File: config.mk
export PLATFORM = sky130hd
export DESIGN_NAME = stereo_rms_level_meter_top
export DESIGN_NICKNAME = d
export VERILOG_FILES = /design/src/rtl/rlm_pkg.sv /design/src/rtl/rlm_queue.sv /design/src/rtl/rlm_front.sv /design/src/rtl/rlm_back.sv /design/src/rtl/stereo_rms_level_meter_top.sv
export VERILOG_INCLUDE_DIRS = /design/src /design/src/rtl
export SDC_FILE = /design/constraint.sdc
export NUM_CORES = 2
export LEC_CHECK = 0
export ABC_CLOCK_PERIOD_IN_PS = 21500
export BUFFER_PORTS_ARGS = -buffer_cell sky130_fd_sc_hd__buf_2
export CAP_MARGIN = 20
export CORE_UTILIZATION = 46
export CTS_BUF_LIST = sky130_fd_sc_hd__clkbuf_16
export DETAILED_ROUTE_END_ITERATION = 6
export GPL_TIMING_DRIVEN = 0
export PLACE_DENSITY = 0.68
export REMOVE_ABC_BUFFERS = 1
export SLEW_MARGIN = 5
export SYNTH_ARGS = -nofsm -noshare
export SYNTH_HDL_FRONTEND = slang
export SYNTH_HIERARCHICAL = 1
export SYNTH_SLANG_ARGS = --single-unit
File: constraint.sdc
create_clock -name clk -period 21.5 [get_ports clk]
set_input_delay 1.075 -clock clk [delete_from_list [all_inputs] [get_ports clk]]
set_output_delay 1.075 -clock clk [all_outputs]
set_load 0.005 [all_outputs]
File: src/rtl/stereo_rms_level_meter_top_assert.svh
// ----------------------------------------------------------------------------
// stereo_rms_level_meter_top_assert
// Assertion macros for the stereo RMS level meter.
// Each macro expects a clock named clk and a reset named rst in scope.
// ----------------------------------------------------------------------------
`ifndef STEREO_RMS_LEVEL_METER_TOP_ASSERT_SVH
`define STEREO_RMS_LEVEL_METER_TOP_ASSERT_SVH

// Same-cycle implication, disabled while reset is high.
`define RLM_ASSERT_IMP(label, ante, cons) \
  label: assert property (@(posedge clk) disable iff (rst) (ante) |-> (cons)) \
    else $error("level meter assertion failed");

// Next-cycle implication, disabled while reset is high.
`define RLM_ASSERT_NXT(label, ante, cons) \
  label: assert property (@(posedge clk) disable iff (rst) (ante) |=> (cons)) \
    else $error("level meter assertion failed");

`endif

File: src/rtl/rlm_pkg.sv
// ----------------------------------------------------------------------------
// rlm_pkg
// Types and constants shared by the stereo RMS level meter modules.
// ----------------------------------------------------------------------------
package rlm_pkg;

  localparam int SAMPLE_W       = 16;
  localparam int SQ_W           = 29;   // square of a halved sample, at most 2^28
  localparam int SUM_W          = 38;
  localparam int ACC_W          = 31;
  localparam int LEVEL_W        = 15;
  localparam int FRAME_W        = 32;
  localparam int MAX_FRAMES_DEF = 256;
  localparam int QUEUE_DEPTH    = 2;

  localparam logic [SUM_W-1:0]   SUM_MAX   = '1;
  localparam logic [ACC_W-1:0]   ACC_MAX   = '1;
  localparam logic [LEVEL_W-1:0] LEVEL_MAX = 15'd16384;
  localparam logic [15:0]        COEF_KEEP = 16'd60948;
  localparam logic [12:0]        COEF_NEW  = 13'd4588;

  typedef struct packed {
    logic signed [SAMPLE_W-1:0] left_sample;
    logic signed [SAMPLE_W-1:0] right_sample;
    logic                       last_in_frame;
  } pair_t;

  typedef struct packed {
    logic [LEVEL_W-1:0] rms_level;
    logic [LEVEL_W-1:0] smoothed_level;
    logic [FRAME_W-1:0] frame_count;
  } result_t;

  typedef struct packed {
    logic full;
    logic empty;
  } q_stat_t;

endpackage

File: src/rtl/rlm_queue.sv
// ----------------------------------------------------------------------------
// rlm_queue
// Short FIFO that carries closed frames from the front to the back.
// ----------------------------------------------------------------------------
module rlm_queue
  import rlm_pkg::*;
#(
  parameter int W = 51
) (
  input  logic         clk,
  input  logic         rst,
  input  logic         push,
  input  logic [W-1:0] wdata,
  input  logic         pop,
  output logic [W-1:0] rdata,
  output q_stat_t      stat
);

  localparam int PTR_W = $clog2(QUEUE_DEPTH);

  logic [W-1:0]     mem [QUEUE_DEPTH];
  logic [PTR_W-1:0] wr_ptr;
  logic [PTR_W-1:0] rd_ptr;
  logic [PTR_W:0]   count;
  logic             do_push;
  logic             do_pop;

  assign stat.full  = (count == (PTR_W+1)'(QUEUE_DEPTH));
  assign stat.empty = (count == '0);
  assign do_push    = push && !stat.full;
  assign do_pop     = pop && !stat.empty;
  assign rdata      = mem[rd_ptr];

  always_ff @(posedge clk) begin
    if (do_push) begin
      mem[wr_ptr] <= wdata;
    end
  end

  always_ff @(posedge clk) begin
    if (rst) begin
      wr_ptr <= '0;
      rd_ptr <= '0;
      count  <= '0;
    end else begin
      if (do_push) begin
        wr_ptr <= (wr_ptr == PTR_W'(QUEUE_DEPTH - 1)) ? '0 : wr_ptr + 1'b1;
      end
      if (do_pop) begin
        rd_ptr <= (rd_ptr == PTR_W'(QUEUE_DEPTH - 1)) ? '0 : rd_ptr + 1'b1;
      end
      if (do_push && !do_pop) begin
        count <= count + 1'b1;
      end else if (do_pop && !do_push) begin
        count <= count - 1'b1;
      end
    end
  end

endmodule

File: src/rtl/rlm_front.sv
// ----------------------------------------------------------------------------
// rlm_front
// Squares halved sample pairs, accumulates the frame sum and pair count,
// and hands each closed frame to the queue.
// ----------------------------------------------------------------------------
module rlm_front
  import rlm_pkg::*;
#(
  parameter int MAX_FRAMES = MAX_FRAMES_DEF,
  parameter int CNT_W      = 13
) (
  input  logic                   clk,
  input  logic                   rst,
  input  logic                   push,
  input  pair_t                  pair,
  output logic                   full,
  input  q_stat_t                q_stat,
  output logic                   q_push,
  output logic [SUM_W+CNT_W-1:0] q_data
);

  localparam logic [CNT_W-1:0] CNT_MAX = CNT_W'(MAX_FRAMES);

  logic signed [SAMPLE_W-2:0] half_l;
  logic signed [SAMPLE_W-2:0] half_r;
  logic signed [29:0]         sq_l;
  logic signed [29:0]         sq_r;

  logic            s1_valid;
  logic            s1_last;
  logic [SQ_W-1:0] s1_sql;
  logic [SQ_W-1:0] s1_sqr;

  logic [SUM_W-1:0] sum;
  logic [CNT_W-1:0] cnt;
  logic [SUM_W:0]   sum_wide;
  logic [SUM_W-1:0] sum_sat;
  logic [CNT_W-1:0] cnt_inc;
  logic             stall;
  logic             advance;

  // Dropping the low bit of a signed sample is the arithmetic halving.
  assign half_l = $signed(pair.left_sample[SAMPLE_W-1:1]);
  assign half_r = $signed(pair.right_sample[SAMPLE_W-1:1]);
  assign sq_l   = half_l * half_l;
  assign sq_r   = half_r * half_r;

  assign stall   = s1_valid && s1_last && q_stat.full;
  assign advance = s1_valid && !stall;
  assign full    = stall;

  assign sum_wide = {1'b0, sum} + (SUM_W+1)'(s1_sql) + (SUM_W+1)'(s1_sqr);
  assign sum_sat  = sum_wide[SUM_W] ? SUM_MAX : sum_wide[SUM_W-1:0];
  assign cnt_inc  = (cnt < CNT_MAX) ? cnt + 1'b1 : cnt;

  assign q_push = advance && s1_last;
  assign q_data = {sum_sat, cnt_inc};

  always_ff @(posedge clk) begin
    if (rst) begin
      s1_valid <= 1'b0;
      sum      <= '0;
      cnt      <= '0;
    end else begin
      if (advance) begin
        if (s1_last) begin
          sum <= '0;
          cnt <= '0;
        end else begin
          sum <= sum_sat;
          cnt <= cnt_inc;
        end
      end
      if (!stall) begin
        s1_valid <= push;
        s1_last  <= pair.last_in_frame;
        s1_sql   <= sq_l[SQ_W-1:0];
        s1_sqr   <= sq_r[SQ_W-1:0];
      end
    end
  end

endmodule

File: src/rtl/rlm_back.sv
// ----------------------------------------------------------------------------
// rlm_back
// Per-frame sequencer: divides the sum by twice the pair count, takes the
// integer square root, updates the smoother and loads the result register.
// ----------------------------------------------------------------------------
module rlm_back
  import rlm_pkg::*;
#(
  parameter int CNT_W = 13
) (
  input  logic                   clk,
  input  logic                   rst,
  input  q_stat_t                q_stat,
  input  logic [SUM_W+CNT_W-1:0] q_data,
  output logic                   q_pop,
  input  logic                   pop,
  output logic                   empty,
  output result_t                result
);

  typedef enum logic [2:0] {
    S_IDLE,
    S_DIV,
    S_SQRT,
    S_MUL,
    S_ADD,
    S_DONE
  } state_t;

  state_t state;

  logic [SUM_W-1:0] dvd;
  logic [CNT_W:0]   dsr;
  logic [CNT_W:0]   rem;
  logic [5:0]       step;
  logic [CNT_W+1:0] trial_div;
  logic             div_ge;
  logic [CNT_W+1:0] div_diff;
  logic [CNT_W:0]   rem_next;
  logic [SUM_W-1:0] dvd_next;

  logic [SUM_W-1:0] x;
  logic [SUM_W-1:0] res;
  logic [SUM_W-1:0] rbit;
  logic [SUM_W-1:0] trial_root;

  logic [LEVEL_W-1:0] rms;
  logic [LEVEL_W-1:0] rms_c;
  logic [46:0]        prod_keep;
  logic [27:0]        prod_new;
  logic [31:0]        acc_sum;
  logic [ACC_W-1:0]   acc_sat;
  logic [ACC_W-1:0]   acc;
  logic [LEVEL_W-1:0] lvl;
  logic [FRAME_W-1:0] frames;
  logic               out_valid;

  // One restoring division step: shift in the next dividend bit.
  assign trial_div = {rem, dvd[SUM_W-1]};
  assign div_ge    = (trial_div >= {1'b0, dsr});
  assign div_diff  = trial_div - {1'b0, dsr};
  assign rem_next  = div_ge ? div_diff[CNT_W:0] : trial_div[CNT_W:0];
  assign dvd_next  = {dvd[SUM_W-2:0], div_ge};

  assign trial_root = res + rbit;
  assign rms_c      = (res > SUM_W'(LEVEL_MAX)) ? LEVEL_MAX : res[LEVEL_W-1:0];

  assign acc_sum = 32'(prod_keep[46:16]) + 32'(prod_new);
  assign acc_sat = acc_sum[31] ? ACC_MAX : acc_sum[ACC_W-1:0];
  assign lvl     = (acc[ACC_W-1:16] > LEVEL_MAX) ? LEVEL_MAX : acc[ACC_W-1:16];

  assign q_pop = (state == S_IDLE) && !q_stat.empty;
  assign empty = !out_valid;

  always_ff @(posedge clk) begin
    if (rst) begin
      state     <= S_IDLE;
      acc       <= '0;
      frames    <= '0;
      out_valid <= 1'b0;
    end else begin
      // A new result may replace the one taken in the same beat.
      if ((state == S_DONE) && (!out_valid || pop)) begin
        out_valid <= 1'b1;
      end else if (pop && out_valid) begin
        out_valid <= 1'b0;
      end
      case (state)
        S_IDLE: begin
          if (!q_stat.empty) begin
            dvd   <= q_data[CNT_W +: SUM_W];
            dsr   <= {q_data[CNT_W-1:0], 1'b0};
            rem   <= '0;
            step  <= '0;
            state <= S_DIV;
          end
        end
        S_DIV: begin
          dvd  <= dvd_next;
          rem  <= rem_next;
          step <= step + 1'b1;
          if (step == 6'(SUM_W - 1)) begin
            x     <= dvd_next;
            res   <= '0;
            rbit  <= SUM_W'(1) << (SUM_W - 2);
            state <= S_SQRT;
          end
        end
        S_SQRT: begin
          if (rbit != '0) begin
            if (x >= trial_root) begin
              x   <= x - trial_root;
              res <= (res >> 1) + rbit;
            end else begin
              res <= res >> 1;
            end
            rbit <= rbit >> 2;
          end else begin
            state <= S_MUL;
          end
        end
        S_MUL: begin
          rms       <= rms_c;
          prod_keep <= 47'(acc) * 47'(COEF_KEEP);
          prod_new  <= 28'(rms_c) * 28'(COEF_NEW);
          state     <= S_ADD;
        end
        S_ADD: begin
          acc    <= acc_sat;
          frames <= frames + 1'b1;
          state  <= S_DONE;
        end
        S_DONE: begin
          // Wait here while the previous result has not been taken.
          if (!out_valid || pop) begin
            result.rms_level      <= rms;
            result.smoothed_level <= lvl;
            result.frame_count    <= frames;
            state                 <= S_IDLE;
          end
        end
        default: begin
          state <= S_IDLE;
        end
      endcase
    end
  end

endmodule

File: src/rtl/stereo_rms_level_meter_top.sv
// ----------------------------------------------------------------------------
// stereo_rms_level_meter_top
// Stereo RMS level meter with a one-pole smoothed level output.
// ----------------------------------------------------------------------------
// The front accepts one stereo pair per clock through push/full, while full
// is low, and keeps the frame's sum of squares and pair count; each pair's
// squares are registered before they are added to the sum. Each pair marked
// last in frame closes the frame into a two-entry queue, and full rises only
// while that queue is full and a closing pair waits. The back works one frame
// at a time: a bit-serial 38-step divider, a 19-step square root, multiply,
// add and result load. Results wait in an output register read through
// empty/pop; the back works on but waits to load until the last is popped.
// ----------------------------------------------------------------------------
module stereo_rms_level_meter_top
  import rlm_pkg::*;
#(
  parameter int MAX_FRAMES = MAX_FRAMES_DEF
) (
  input  logic    clk,
  input  logic    rst,
  input  logic    push,
  output logic    full,
  input  pair_t   pair,
  output logic    empty,
  input  logic    pop,
  output result_t result
);

  localparam int CNT_W = $clog2(MAX_FRAMES + 1);

  q_stat_t                q_stat;
  logic                   q_push;
  logic                   q_pop;
  logic [SUM_W+CNT_W-1:0] q_wdata;
  logic [SUM_W+CNT_W-1:0] q_rdata;

  rlm_front #(
    .MAX_FRAMES(MAX_FRAMES),
    .CNT_W     (CNT_W)
  ) u_front (
    .clk   (clk),
    .rst   (rst),
    .push  (push),
    .pair  (pair),
    .full  (full),
    .q_stat(q_stat),
    .q_push(q_push),
    .q_data(q_wdata)
  );

  rlm_queue #(
    .W(SUM_W + CNT_W)
  ) u_queue (
    .clk  (clk),
    .rst  (rst),
    .push (q_push),
    .wdata(q_wdata),
    .pop  (q_pop),
    .rdata(q_rdata),
    .stat (q_stat)
  );

  rlm_back #(
    .CNT_W(CNT_W)
  ) u_back (
    .clk   (clk),
    .rst   (rst),
    .q_stat(q_stat),
    .q_data(q_rdata),
    .q_pop (q_pop),
    .pop   (pop),
    .empty (empty),
    .result(result)
  );

`include "stereo_rms_level_meter_top_assert.svh"

  // The front never writes a closed frame into a full queue.
  `RLM_ASSERT_IMP(a_queue_no_overflow, q_push, !q_stat.full)
  // The back only takes a frame that is there.
  `RLM_ASSERT_IMP(a_queue_no_underflow, q_pop, !q_stat.empty)
  // Back pressure on the input comes only from a full queue.
  `RLM_ASSERT_IMP(a_full_from_queue, full, q_stat.full)
  // Both levels stay clamped to full scale.
  `RLM_ASSERT_IMP(a_level_clamp, !empty,
    (result.rms_level <= LEVEL_MAX) && (result.smoothed_level <= LEVEL_MAX))

endmodule

==> flow_metrics.env <==
export IMPL_worstPathMaxFanout=11
export IMPL_ys_ff_latch=562
export IMPL_clk_pin_slew_ns=0.06
export IMPL_antenna_found_initial=1
export IMPL_ctsLongestPathBuffers=3
export IMPL_cts_tree="yes"
export IMPL_grt_pass1_vias=38000
export IMPL_setup_violations=0
export IMPL_rsz0062_at_grt="false"
export IMPL_maxCapViolCount=0
export IMPL_worstSetupEndpointType="flop"
export IMPL_synth_most_common_cell="inv_1"
export IMPL_netlist_area_sq_mm=0.0545
export IMPL_root_buffer="clkbuf_16"
export IMPL_io_pins=101
export IMPL_finClkSkew_ns=0.0700
export IMPL_ant_nets=0
export IMPL_max_slew_margin_pct=35.2
export IMPL_r2r_slack_ns=13.84
export IMPL_crit_path_start_kind="flop"
export IMPL_hold_slack_ns=0.418
export IMPL_ys_seq_area_share_pct=28.8
export IMPL_clock_latency_ns=0.68
export IMPL_maxUsedRoutingLayer="met4"
export IMPL_syn_area_per_cell_sq_um=10.2
export IMPL_min_period_over_period_pct=35.6
export IMPL_start_util_pct=46.7
export IMPL_grt_pass1_wl_microns=191000
export IMPL_crit_type="flop to flop"
export IMPL_dieArea_sq_mm=0.120
export IMPL_dr_wl_met2_microns=55100
export IMPL_drive_gt1_share_pct=6.42
export IMPL_drtIter0Drc=2084
export IMPL_synth_warnings=6
export IMPL_route_met3_wl_microns=4210
export IMPL_hold_class="flop to flop"
export IMPL_fp_dieW_microns=346
export IMPL_routedWlPerCell_microns=16.2
export IMPL_max_freq_mhz=131
export IMPL_syn2layout_area_growth_pct=8.23
export IMPL_synth_top_cell_area_share_pct=24.4
export IMPL_grt_overflow=0
export IMPL_via_count=36600
export IMPL_port_buffers=98
export IMPL_final_nets=6626
export IMPL_placementRows=125
export IMPL_ctsResizeCount=0
export IMPL_cts_buffers=59
export IMPL_synthTopCellsByCount="inv_1, fa_1, ha_1"
export IMPL_viasPerCell=5.26
export IMPL_dr_pass1_iters=7
export IMPL_p_leak_uw=0.0277
export IMPL_hold_path_depth=0
export IMPL_synthArstFlopShare_pct=0
export IMPL_drc_errors=0
export IMPL_hold_viol_final=0
export IMPL_grt_max_degree=89
export IMPL_rr_startpoint="u_back/res[21]"
export IMPL_cts_hold_buf=0
export IMPL_yosys_area_top_type="edfxtp_1"
export IMPL_cp_required_ns=21.96
export IMPL_status="finished, final reports clean"
export IMPL_met1_length_microns=51200
export IMPL_wl_microns=113000
export IMPL_power_density_mw_per_mm2=144
export IMPL_min_from="u_back/rms[10]"
export IMPL_synthFlopType="edfxtp_1"
export IMPL_fin_setup_tns_ns=0
export IMPL_min_to="u_back/result[57]"
export IMPL_slew_viol_final=0
export IMPL_cts_setup_buffers=0
export IMPL_synthTopCellsByArea="edfxtp_1, fa_1, ha_1"
export IMPL_arrival_ns=8.12
export IMPL_syn_inst=5330
export IMPL_core_sq_mm=0.117
export IMPL_synth_cell_type_count=94
export IMPL_antenna_cells_inserted=0
export IMPL_clkSinkCount=562
export IMPL_layout_min_cycle_time_ns=7.66
export IMPL_vdd_drop_max_mv=0.219
export IMPL_r2r_cells=25
export IMPL_finalWeightedCongestion=0.903
export IMPL_r2r_end="u_back/prod_new[26]"
export IMPL_post_dp_hpwl_microns=90200
export IMPL_worst_pin_slew_ns=0.966
export IMPL_cts_max_level=2
export IMPL_synth_edf_count=442
export IMPL_grt_use_total_pct=19.2
export IMPL_die_y_microns=346
==> cell type report <==
class | count | area (sq um)
sequential | 562 | 15700
timing repair buffer | 133 | 937
fill | 10400 | 57800
clock inverter | 50 | 548
tap | 1524 | 1910
multi-input combinational | 3653 | 34700
inverter | 979 | 3680
clock buffer | 62 | 1550
==> routing by layer <==
| metal | up-vias | GRT usage, % |
|---|---|---|
| met3 | 140 | 1.72 |
| li1 | 17800 | - |
| met4 | 0 | 3.99 |
| met1 | 18100 | 26.2 |
| met5 | - | 0 |
| met2 | 639 | 33.1 |
==> where the power goes <==
group	internal (uW)	total [uW]	switching, uW
registers	1700	1840	136
clock network	626	1080	455
logic	2400	5570	3180
total	4730	8490	3770
==> worst max path at each step <==
stage                        start                   to  depth (start not counted)
detailed placement        pair[16]   u_front/s1_sqr[27]                         22
global placement               rst       u_back/dvd[21]                          2
finish              u_back/res[21]  u_back/prod_new[26]                         25
floorplan                      rst        u_back/dvd[0]                          1
global route         u_back/res[5]  u_back/prod_new[26]                         25
CTS                 u_back/res[21]  u_back/prod_new[26]                         25
==> cell usage in the layout, fill, tap and decap left out, types with 104 or more instances in the layout <==
cell type,count
dfxtp_1,119
buf_2,104
xor2_1,135
nor2_1,333
a21oi_1,205
a21o_1,113
xnor2_1,184
o21ai_0,147
and2_1,105
nand2_1,421
edfxtp_1,442
inv_1,985
fa_1,627
ha_1,574
==> worst max-delay path: stages, from the launching register on <==
cell and delay [ns]:
edfxtp_1 0.55, nor4_1 0.39, nand2_1 0.22, a211oi_1 0.58
buf_4 0.27, nand2_1 0.15, inv_1 0.29, ha_1 0.35
xnor2_1 0.17, xnor2_1 0.14, fa_1 0.49, inv_1 0.06
fa_1 0.54, inv_1 0.06, fa_1 0.53, inv_1 0.04
ha_1 0.34, and3_1 0.23, and3_1 0.18, a21oi_1 0.23
a31oi_1 0.18, nand4_1 0.15, a31oi_1 0.14, o21ai_0 0.45
or4b_2 0.63, o211ai_1 0.13
==> logic make-up after synthesis <==
family          synth area share, %
compound gates                 10.2
mux                            1.33
xor+xnor                       5.13
buf+inv                        7.76
fa+ha+maj                      36.2
other cells                 0.00688
flops                          28.8
simple gates                   10.7
==> stage by stage <==
step                      worst slack, ns  std cells  cell area [sq um]  utilization, %  total power [uW]
after CTS                           13.90       6961              59000            50.5              8560
after detailed placement            13.50       6849              56900            48.7              7440
after global placement               6.22       6816              56400            48.2              7300
final                               13.84       6963              59000            50.5              8490
after global routing                13.55       6963              59000            50.5              9340
after floorplan                     11.21       5194              54000               -              6160
==> registers in the layout, indices dropped and copies added (netlist names), 10 cells and up, named ones only <==
register and count:
u_back/acc 31, u_front/s1_sqr 28, u_front/s1_sql 28, u_back/res 38
u_back/rbit 19, u_back/result 62, u_back/dvd 38, u_back/frames 32
u_front/sum 38, u_queue/mem 94, u_back/rms 15, u_back/rem 10
u_back/prod_keep 31, u_back/prod_new 25, u_back/x 38
Power figures use the tool's default switching activity.
